--- config.mk ---
export PLATFORM = sky130hd
export DESIGN_NAME = source_char_tokenizer_core
export DESIGN_NICKNAME = d
export VERILOG_FILES = /design/src/rtl/sct_pkg.sv /design/src/rtl/sct_scan.sv /design/src/rtl/source_char_tokenizer_core.sv
export SDC_FILE = /design/constraint.sdc
export NUM_CORES = 1
export LEC_CHECK = 0
export ABC_AREA = 0
export BUFFER_PORTS_ARGS = -buffer_cell sky130_fd_sc_hd__clkbuf_2
export CAP_MARGIN = 10
export CORE_MARGIN = 4
export CORE_UTILIZATION = 54
export DETAILED_ROUTE_END_ITERATION = 8
export PLACE_DENSITY = 0.71
export SLEW_MARGIN = 20
export SYNTH_ARGS = -nofsm -noshare
export SYNTH_HDL_FRONTEND = slang
export SYNTH_SLANG_ARGS = --single-unit
--- constraint.sdc ---
create_clock -name aclk -period 15.67 [get_ports aclk]
set_input_delay 2.3505 -clock aclk [delete_from_list [all_inputs] [get_ports aclk]]
set_output_delay 2.3505 -clock aclk [all_outputs]
set_load 0.1 [all_outputs]
--- src/rtl/sct_pkg.sv ---
// sct_pkg: shared types, constants and character class functions for the
// source character tokenizer. No dependencies.
package sct_pkg;

    localparam int MAX_TOKEN_LEN = 255;
    localparam int LEN_CAP       = (MAX_TOKEN_LEN > 255) ? 255 : MAX_TOKEN_LEN;

    localparam int CHAR_W      = 8;
    localparam int POS_W       = 24;
    localparam int LEN_W       = 8;
    localparam int LINE_W      = 20;
    localparam int KIND_W      = 3;
    localparam int MAX_RESULTS = 3;
    localparam int RES_IDX_W   = 2;
    localparam int GROUP_DEPTH = 2;
    localparam int FILL_W      = 2;
    localparam int S_TDATA_W   = 8;
    localparam int M_TDATA_W   = 64;

    localparam logic [POS_W-1:0]  POS_MAX  = '1;
    localparam logic [LINE_W-1:0] LINE_MAX = '1;

    localparam logic [CHAR_W-1:0] CHAR_NUL        = 8'h00;
    localparam logic [CHAR_W-1:0] CHAR_TAB        = 8'h09;
    localparam logic [CHAR_W-1:0] CHAR_LF         = 8'h0A;
    localparam logic [CHAR_W-1:0] CHAR_VT         = 8'h0B;
    localparam logic [CHAR_W-1:0] CHAR_FF         = 8'h0C;
    localparam logic [CHAR_W-1:0] CHAR_CR         = 8'h0D;
    localparam logic [CHAR_W-1:0] CHAR_SPACE      = 8'h20;
    localparam logic [CHAR_W-1:0] CHAR_UNDERSCORE = 8'h5F;
    localparam logic [CHAR_W-1:0] CHAR_DOT        = 8'h2E;

    typedef enum logic [2:0] {
        MODE_IDLE,
        MODE_WORD,
        MODE_INT,
        MODE_DOT,
        MODE_FRAC
    } scan_mode_t;

    typedef enum logic [KIND_W-1:0] {
        KIND_WORD  = 3'd0,
        KIND_INT   = 3'd1,
        KIND_FRAC  = 3'd2,
        KIND_OP    = 3'd3,
        KIND_PUNCT = 3'd4,
        KIND_BAD   = 3'd5
    } token_kind_t;

    // kind sits in the lowest bits
    typedef struct packed {
        logic [LINE_W-1:0] line_number;
        logic [CHAR_W-1:0] first_char;
        logic [LEN_W-1:0]  token_length;
        logic [POS_W-1:0]  token_start;
        token_kind_t       token_kind;
    } token_t;

    typedef struct packed {
        logic [RES_IDX_W-1:0]       count;
        token_t [MAX_RESULTS-1:0]   tokens;
    } result_group_t;

    function automatic logic is_digit(input logic [CHAR_W-1:0] c);
        return (c >= "0") && (c <= "9");
    endfunction

    function automatic logic is_letter(input logic [CHAR_W-1:0] c);
        return ((c >= "a") && (c <= "z")) || ((c >= "A") && (c <= "Z"))
            || (c == CHAR_UNDERSCORE);
    endfunction

    function automatic logic is_op(input logic [CHAR_W-1:0] c);
        return (c == "/") || (c == "=") || (c == "-") || (c == "+") || (c == "!")
            || (c == "*") || (c == "%") || (c == "<") || (c == ">") || (c == "&")
            || (c == "|") || (c == "^") || (c == "~") || (c == "?");
    endfunction

    function automatic logic is_punct(input logic [CHAR_W-1:0] c);
        return (c == "(") || (c == ")") || (c == "{") || (c == "}") || (c == "[")
            || (c == "]") || (c == CHAR_DOT) || (c == ",") || (c == ":")
            || (c == "@") || (c == "#");
    endfunction

    function automatic logic is_blank(input logic [CHAR_W-1:0] c);
        return (c == CHAR_NUL) || (c == CHAR_TAB) || (c == CHAR_VT)
            || (c == CHAR_FF) || (c == CHAR_SPACE);
    endfunction

    function automatic logic [LEN_W-1:0] grow(input logic [LEN_W-1:0] len);
        return (len < LEN_W'(LEN_CAP)) ? len + LEN_W'(1) : len;
    endfunction

endpackage

--- src/rtl/sct_scan.sv ---
// sct_scan: scanner state registers and the single-pass token logic that
// turns one transaction into up to three tokens. Depends on sct_pkg.
module sct_scan (
    input  logic                        aclk,
    input  logic                        aresetn,
    input  logic                        accept,
    input  logic [sct_pkg::CHAR_W-1:0]  char_code,
    input  logic                        end_of_input,
    output sct_pkg::result_group_t      group
);

    sct_pkg::scan_mode_t               mode_reg, mode_next;
    logic [sct_pkg::POS_W-1:0]         pend_start_reg, pend_start_next;
    logic [sct_pkg::LEN_W-1:0]         pend_len_reg, pend_len_next;
    logic [sct_pkg::CHAR_W-1:0]        pend_first_reg, pend_first_next;
    logic [sct_pkg::POS_W-1:0]         pos_reg, pos_next;
    logic [sct_pkg::LINE_W-1:0]        line_reg, line_next;
    logic                              acr_reg, acr_next;

    logic                              consumed;
    logic                              do_flush;
    logic [sct_pkg::RES_IDX_W-1:0]     flush_cnt;
    sct_pkg::token_kind_t              pend_kind;
    logic [sct_pkg::POS_W-1:0]         dot_pos;
    logic                              new_vld;
    sct_pkg::token_kind_t              new_kind;
    sct_pkg::token_t                   tok_pend, tok_dot, tok_new;

    always_comb begin
        mode_next       = mode_reg;
        pend_start_next = pend_start_reg;
        pend_len_next   = pend_len_reg;
        pend_first_next = pend_first_reg;
        pos_next        = pos_reg;
        line_next       = line_reg;
        acr_next        = 1'b0;
        consumed        = 1'b0;
        do_flush        = 1'b0;
        new_vld         = 1'b0;
        new_kind        = sct_pkg::KIND_BAD;

        if (end_of_input) begin
            do_flush  = 1'b1;
            mode_next = sct_pkg::MODE_IDLE;
        end else begin
            unique case (mode_reg)
                sct_pkg::MODE_WORD: begin
                    if (sct_pkg::is_letter(char_code) || sct_pkg::is_digit(char_code)) begin
                        pend_len_next = sct_pkg::grow(pend_len_reg);
                        consumed      = 1'b1;
                    end
                end
                sct_pkg::MODE_INT: begin
                    if (sct_pkg::is_digit(char_code)) begin
                        pend_len_next = sct_pkg::grow(pend_len_reg);
                        consumed      = 1'b1;
                    end else if (char_code == sct_pkg::CHAR_DOT) begin
                        mode_next = sct_pkg::MODE_DOT;
                        consumed  = 1'b1;
                    end
                end
                sct_pkg::MODE_DOT: begin
                    if (sct_pkg::is_digit(char_code)) begin
                        pend_len_next = sct_pkg::grow(sct_pkg::grow(pend_len_reg));
                        mode_next     = sct_pkg::MODE_FRAC;
                        consumed      = 1'b1;
                    end
                end
                sct_pkg::MODE_FRAC: begin
                    if (sct_pkg::is_digit(char_code)) begin
                        pend_len_next = sct_pkg::grow(pend_len_reg);
                        consumed      = 1'b1;
                    end
                end
                default: ;
            endcase

            if (!consumed) begin
                do_flush  = 1'b1;
                mode_next = sct_pkg::MODE_IDLE;
                priority if (char_code == sct_pkg::CHAR_CR) begin
                    if (line_reg != sct_pkg::LINE_MAX) line_next = line_reg + 1'b1;
                    acr_next = 1'b1;
                end else if (char_code == sct_pkg::CHAR_LF) begin
                    if (!acr_reg && (line_reg != sct_pkg::LINE_MAX)) begin
                        line_next = line_reg + 1'b1;
                    end
                end else if (sct_pkg::is_blank(char_code)) begin
                    // skipped
                end else if (sct_pkg::is_letter(char_code)) begin
                    mode_next       = sct_pkg::MODE_WORD;
                    pend_start_next = pos_reg;
                    pend_len_next   = sct_pkg::LEN_W'(1);
                    pend_first_next = char_code;
                end else if ((char_code >= "1") && (char_code <= "9")) begin
                    mode_next       = sct_pkg::MODE_INT;
                    pend_start_next = pos_reg;
                    pend_len_next   = sct_pkg::LEN_W'(1);
                    pend_first_next = char_code;
                end else if (sct_pkg::is_op(char_code)) begin
                    new_vld  = 1'b1;
                    new_kind = sct_pkg::KIND_OP;
                end else if (sct_pkg::is_punct(char_code)) begin
                    new_vld  = 1'b1;
                    new_kind = sct_pkg::KIND_PUNCT;
                end else begin
                    new_vld  = 1'b1;
                    new_kind = sct_pkg::KIND_BAD;
                end
            end

            if (pos_reg != sct_pkg::POS_MAX) pos_next = pos_reg + 1'b1;
        end
    end

    // pending token as flushed
    always_comb begin
        unique case (mode_reg)
            sct_pkg::MODE_WORD: begin
                pend_kind = sct_pkg::KIND_WORD;
                flush_cnt = sct_pkg::RES_IDX_W'(1);
            end
            sct_pkg::MODE_INT: begin
                pend_kind = sct_pkg::KIND_INT;
                flush_cnt = sct_pkg::RES_IDX_W'(1);
            end
            sct_pkg::MODE_DOT: begin
                pend_kind = sct_pkg::KIND_INT;
                flush_cnt = sct_pkg::RES_IDX_W'(2);
            end
            sct_pkg::MODE_FRAC: begin
                pend_kind = sct_pkg::KIND_FRAC;
                flush_cnt = sct_pkg::RES_IDX_W'(1);
            end
            default: begin
                pend_kind = sct_pkg::KIND_WORD;
                flush_cnt = '0;
            end
        endcase
    end

    assign dot_pos = (pos_reg != '0) ? pos_reg - 1'b1 : '0;

    always_comb begin
        tok_pend.token_kind   = pend_kind;
        tok_pend.token_start  = pend_start_reg;
        tok_pend.token_length = pend_len_reg;
        tok_pend.first_char   = pend_first_reg;
        tok_pend.line_number  = line_reg;

        tok_dot.token_kind    = sct_pkg::KIND_PUNCT;
        tok_dot.token_start   = dot_pos;
        tok_dot.token_length  = sct_pkg::LEN_W'(1);
        tok_dot.first_char    = sct_pkg::CHAR_DOT;
        tok_dot.line_number   = line_reg;

        tok_new.token_kind    = new_kind;
        tok_new.token_start   = pos_reg;
        tok_new.token_length  = sct_pkg::LEN_W'(1);
        tok_new.first_char    = char_code;
        tok_new.line_number   = line_reg;
    end

    always_comb begin
        logic [sct_pkg::RES_IDX_W-1:0] fc;
        fc = do_flush ? flush_cnt : '0;
        group.count     = fc + sct_pkg::RES_IDX_W'(new_vld);
        group.tokens[0] = (fc != '0) ? tok_pend : tok_new;
        group.tokens[1] = (fc == sct_pkg::RES_IDX_W'(2)) ? tok_dot : tok_new;
        group.tokens[2] = tok_new;
    end

    always_ff @(posedge aclk) begin
        if (!aresetn) begin
            mode_reg       <= sct_pkg::MODE_IDLE;
            pend_start_reg <= '0;
            pend_len_reg   <= '0;
            pend_first_reg <= '0;
            pos_reg        <= '0;
            line_reg       <= '0;
            acr_reg        <= 1'b0;
        end else if (accept) begin
            mode_reg       <= mode_next;
            pend_start_reg <= pend_start_next;
            pend_len_reg   <= pend_len_next;
            pend_first_reg <= pend_first_next;
            pos_reg        <= pos_next;
            line_reg       <= line_next;
            acr_reg        <= acr_next;
        end
    end

endmodule

--- src/rtl/source_char_tokenizer_core.sv ---
// source_char_tokenizer_core: top level of the streaming tokenizer.
// Instantiates sct_scan and holds the token group queue. Depends on sct_pkg.
//
// Usage:
//   Slave channel: one source character per transaction in s_tdata[7:0];
//   s_tlast high marks end of text, which flushes any pending token and
//   carries no character (s_tdata is then ignored).
//   Master channel: one token per transaction in m_tdata; m_tlast marks the
//   final token caused by a given input transaction. A character may cause
//   zero, one, two or three tokens.
//   A character's tokens are written into the token group queue when it is
//   accepted and leave from the queue head. Throughput: one character per
//   cycle while each character gives at most one token and m_tready is
//   high; a character giving n tokens occupies the master side for n
//   transactions. The two-entry token group queue decouples the sides, so
//   a new character is taken while an earlier token still waits.
//   Receiver stall: tokens are held; once both queue entries hold tokens,
//   s_tready drops until the master side drains one entry.
//   Reset: aresetn low (synchronous) clears the scanner state, offset and
//   line count and empties the queue; no tokens are presented after it.
module source_char_tokenizer_core (
    input  logic                           aclk,
    input  logic                           aresetn,
    input  logic                           s_tvalid,
    output logic                           s_tready,
    input  logic [sct_pkg::S_TDATA_W-1:0]  s_tdata,   // [7:0] char_code
    input  logic                           s_tlast,   // end_of_input
    output logic                           m_tvalid,
    input  logic                           m_tready,
    // [2:0] token_kind, [26:3] token_start, [34:27] token_length,
    // [42:35] first_char, [62:43] line_number, [63] zero
    output logic [sct_pkg::M_TDATA_W-1:0]  m_tdata,
    output logic                           m_tlast    // last
);

    logic                             s_fire, m_fire;
    logic                             push, pop, last_sub;
    sct_pkg::result_group_t           scan_group, head;
    sct_pkg::result_group_t           grp_mem [sct_pkg::GROUP_DEPTH];
    logic                             wr_ptr_reg, wr_ptr_next;
    logic                             rd_ptr_reg, rd_ptr_next;
    logic [sct_pkg::FILL_W-1:0]       fill_reg, fill_next;
    logic [sct_pkg::RES_IDX_W-1:0]    sub_reg, sub_next;

    sct_scan u_scan (
        .aclk         (aclk),
        .aresetn      (aresetn),
        .accept       (s_fire),
        .char_code    (s_tdata[sct_pkg::CHAR_W-1:0]),
        .end_of_input (s_tlast),
        .group        (scan_group)
    );

    assign s_tready = (fill_reg != sct_pkg::FILL_W'(sct_pkg::GROUP_DEPTH));
    assign s_fire   = s_tvalid && s_tready;
    assign m_fire   = m_tvalid && m_tready;

    assign head     = grp_mem[rd_ptr_reg];
    assign last_sub = (sub_reg == head.count - 1'b1);
    assign push     = s_fire && (scan_group.count != '0);
    assign pop      = m_fire && last_sub;

    assign m_tvalid = (fill_reg != '0);
    assign m_tdata  = sct_pkg::M_TDATA_W'(head.tokens[sub_reg]);
    assign m_tlast  = last_sub;

    always_comb begin
        wr_ptr_next = push ? ~wr_ptr_reg : wr_ptr_reg;
        rd_ptr_next = pop ? ~rd_ptr_reg : rd_ptr_reg;
        fill_next   = fill_reg + sct_pkg::FILL_W'(push) - sct_pkg::FILL_W'(pop);
        sub_next    = sub_reg;
        if (m_fire) begin
            sub_next = last_sub ? '0 : sub_reg + 1'b1;
        end
    end

    always_ff @(posedge aclk) begin
        if (push) begin
            grp_mem[wr_ptr_reg] <= scan_group;
        end
    end

    always_ff @(posedge aclk) begin
        if (!aresetn) begin
            wr_ptr_reg <= 1'b0;
            rd_ptr_reg <= 1'b0;
            fill_reg   <= '0;
            sub_reg    <= '0;
        end else begin
            wr_ptr_reg <= wr_ptr_next;
            rd_ptr_reg <= rd_ptr_next;
            fill_reg   <= fill_next;
            sub_reg    <= sub_next;
        end
    end

endmodule

# Word level (Yosys, flattened, before mapping)
# Memories as Yosys holds them, arrays and structs flattened. A register that Yosys moved wholly into a read port is not among the register bits.
# Cells that the tools add are included.
# word_totals
ram_bits	366
ff_bits	94
n_memories	1
# mem_list
name	words	word_bits	rd	rd_ports_with_merged_regs	wr	line_no	rtl
grp_mem	2	183	1	1	1	source_char_tokenizer_core.sv:39	sct_pkg::result_group_t grp_mem [sct_pkg::GROUP_DEPTH];
# classes
n_mux	71
n_eq_ne	46
addsub	10
reduce_logical	57
n_lt_le_gt_ge	10
bitwise	7
# ops
op	count
$eq 8x6->1 const B	18
$bmux 63 s2	1
$mux 8	13
$mux 43	2
$mux 20	4
$eq 8x7->1 const B	9
$mux 24	3
$mux 63	1
$mux 3	17
$eq 8x4->1 const B	5
$logic_or 1x1->1	30
$add 24x1->24 const B	1
$ne 24x24->1 const B	1
$pmux 8 s3	1
$reduce_bool 24->1	1
$sub 24x1->24 const B	1
$mux 1	22
$add 20x1->20 const B	1
$ne 20x20->1 const B	1
$add 8x1->8 const B	2
$ge 8x6->1 const B	2
$ge 8x7->1 const B	2
$le 8x7->1 const B	2
$lt 8x8->1 const B	2
other kinds (30)	59

# Logic depth before layout (Yosys ltp)
# logic_depth
ltp_word	23
ltp_mapped	16

# Modules after synthesis
# From an unflattened synthesis, not the netlist that was laid out.
# unflattened
hier_cells	1618
hier_area_um2	21336.7
# by_module_without_submodules
mod	cells_each	area_each_um2	instances	seq_area_each_um2
source_char_tokenizer_core	720	14760.4	1	11611.1
sct_scan	898	6576.3	1	1761.7

# Worst setup path after synthesis
# Ideal clock, no wire load.
# synth_path
path_kind	input port to flip-flop
from	input s_tdata[4] (netlist bit)
to	memory grp_mem[0][0] (netlist bit) (enable)
t_arrival_ns	13.658
path_buffers	1
cell_stages	11
setup_slack_ns	1.217
setup_ns	0.795
cell_sequence	or4b_1 or4_1 a2bb2oi_1 and2_1 buf_6 nor2_1 a21oi_1 ha_1 xnor2_1 nor2_1 nor3_1
# synth_lines
item	line_no	rtl
from (decl)	source_char_tokenizer_core.sv:26	input logic [sct_pkg::S_TDATA_W-1:0] s_tdata,
to (decl)	source_char_tokenizer_core.sv:39	

==> impl_metrics.csv <==
group,metric,value,unit
sta,max_slew.worst_pin.slew,1100,ps
layout,fin_cells,1846,
routing,routed_wl,36700,um
place,pre_cts_ws,8270,ps
layout,largest_reg_flops,270,
sta,relSlewSlack,26.7,%
clocking,postCtsResizedCells,0,
power_and_ir_drop,power_leakage,6.41,nW
sta,tns,0,ps
global_route,grt_pass1_vias,10700,
routing,dr.pass1.iters,5,
yosys,synth_top_area_share,48.6,%
layout,drive_gt1_share,16.8,%
yosys,synth-edff-count,270,
sta,fin_ws,8960,ps
clocking,clk_latency,520,ps
routing,wl_per_cell,19.9,um
sta,setup_violations,0,
sta,fin_crit,6710,ps
floorplanning,core_area,0.0305,mm2
yosys,netlist_area,0.0167,mm2
yosys,synth_area_leaders,"edfxtp_1, dfxtp_1, mux4_2",
routing,avgViaCountPerCell,5.93,
place,hpwlAfterDp,22100,um
yosys,synth_compound_area_share,7.37,%
worst_setup_path,crit_type,"input pin to flip-flop",
worst_setup_path,worstPathRequired,15860,ps
global_route,grt_usage,21.8,%
worst_setup_path,critPathCaptureType,"flip-flop",
yosys,syn-num-nets,1411,
floorplanning,initial_core_util,54.7,%
clocking,path_clk_slew,60,ps
worst_hold_path,hold_class,"flip-flop to flip-flop",
worst_setup_path,start_kind,"input pin",
place,port_buffers,78,
floorplanning,ios,80,
clocking,post_cts_buffers,0,
floorplanning,die_w,184,um
floorplanning,die_height,184,um
yosys,synth_xor_area_share,3.52,%
clocking,cts_sinks,365,
place,post-place-cells,1776,
sta,finalClockSkew,18.7,ps
sta,period_share,42.9,%
yosys,yosysTopAreaCell,"edfxtp_1",
yosys,synthSimpleGateAreaFrac,13.1,%
yosys,synth_seq_area_share,60.0,%
yosys,yosys-mux-area-fraction,11.6,%
global_route,gr-total-overflow,0,
global_route,grt_pass1_wl,58800,um
layout,antenna_cells,0,
clocking,cts.htree.levels,2,
yosys,synth_top_family_by_area,"simple AND/OR/NAND/NOR gates",
power_and_ir_drop,ir_drop,0.0731,mV
clocking,clk_path_buf_depth,3,
yosys,ys.warnings.count,0,
layout,nNetsFinal,1442,
run,maxCapViolCount,0,
floorplanning,fp-row-count,64,
status,status,"finished, final reports clean",
power_and_ir_drop,power_density,124,mW/mm2
global_route,grt_start_max_net_pins,82,
clocking,cts_tree,"yes",
routing,first_iter_violations,987,
yosys,synth_cell_types,72,
place,place.gp.congestion,0.886,
yosys,ys_seq_elements,365,
yosys,synth_fa_ha_area_share,0.600,%
global_route,antenna_found_initial,0,
worst_setup_path,cp.arrival,6910,ps
routing,vias,10900,
yosys,synth-async-reset-ratio,0,%
sta,final_hold_viol_count,0,
clocking,numCtsBuffers,37,
routing,drc,0,
yosys,syn_area_per_cell,12.0,um2
worst_setup_path,path_max_fanout,55,
layout,area_growth,11.4,%
routing,ant_nets,0,
floorplanning,die-area,0.0338,mm2
sta,slew_viol_final,0,
sta,max_clock_freq,0.149,GHz
sta,rsz0062_at_grt,"false",
clocking,cts_root_buf,"clkbuf_16",
yosys,synth_flop_cell,"edfxtp_1",
yosys,syn_inst,1390,
clocking,ctsHoldBuffers,0,
## kinds of logic after synthesis
family                   Yosys count
AO/OA/AOI/OAI                    194
buffers and inverters            156
other                              1
multiplexers                     145
XOR/XNOR                          67
flip-flops                       365
AND/OR/NAND/NOR                  454
adder cells (fa/ha/maj)            8
## cell usage after synthesis, drive strengths merged (3+ instances only)
master,n
edfxtp,270
nor2,132
nand2,121
dfxtp,95
clkbuf,78
mux2i,71
a21oi,61
inv,54
nand3,46
mux2,39
o22ai,38
nor3,37
xnor2,36
mux4,35
xor2,31
o21ai,29
buf,24
and2,21
nand4,17
a31oi,14
and3,12
nand2b,10
and4,9
nor4,9
ha,8
or3,7
or4,7
nand3b,6
nor2b,6
a211oi,5
a21o,5
o21a,4
o31ai,4
or2,4
a2111oi,3
a31o,3
and3b,3
o2111ai,3
o211ai,3
## per-stage QoR
stage	hold slack [ps]	util [%]	power, mW	cell area [um2]
6_report	453	61.0	2.31	18600
2_1_floorplan	420	-	1.37	16700
3_3_place_gp	439	56.6	1.42	17300
4_1_cts	455	60.8	2.33	18600
3_5_place_dp	446	56.6	1.42	17300
5_1_grt	474	61.0	2.39	18600
## where the power goes
part           total [mW]  switching [mW]  internal, mW  leakage (nW)
logic               0.316           0.254        0.0615          2.46
clock network       0.913           0.361         0.553         0.635
registers            1.08          0.0121          1.07          3.32
## layout make-up
type	instances	area [um2]
fill	2376	11900
sequential	365	10000
multi-input combinational	869	6070
clock buffer	46	1030
timing repair buffer	94	543
tap	396	495
clock inverter	22	243
inverter	54	203
## routing by layer
metal  wire length [um]  global-route usage, %  vias to the layer above
met5                  0                      0                        -
met4                682                   5.68                        0
met3               2160                   3.38                       48
met2              17800                   36.1                      305
met1              16000                   30.5                     5434
li1                   -                      -                     5155
## critical path: stages
cell and delay [ps]:
clkbuf_2 210, or4b_1 570, or4_1 530, a2bb2oi_1 170, and2_1 290, nor2_1 260
a21oi_1 80, ha_1 220, xnor2_1 260, nor2_1 100, nor2_1 210, and2_4 680
buf_4 600, buf_12 320
## cell usage in the layout (no fill, tap or decap), drive strengths merged, types with 4 or more instances in the layout
master and count:
a211oi 5, a21o 5, a21oi 61, a31oi 14, and2 21, and3 12
and4 9, buf 16, bufinv 5, clkbuf 124, clkinv 15, dfxtp 95
edfxtp 270, ha 8, inv 56, mux2 39, mux2i 71, mux4 35
nand2 121, nand2b 10, nand3 46, nand3b 6, nand4 17, nor2 132
nor2b 6, nor3 37, nor4 9, o21a 4, o21ai 29, o22ai 38
o31ai 4, or2 4, or3 7, or4 7, xnor2 36, xor2 31
## worst paths after layout
kind | from | endpoint | slack [ps] | depth (start not counted)
worst max register to register | u_scan.mode_reg[0] | grp_mem[1][35] | 10620 | 13
worst min-delay path | u_scan.pend_start_reg[16] | u_scan.pend_start_reg[16] | 450 | 2
worst min register to register | u_scan.pend_start_reg[16] | u_scan.pend_start_reg[16] | 450 | 2
worst max-delay path | s_tdata[4] | grp_mem[1][35] | 8960 | 14
(Power assumes the default switching activity.)
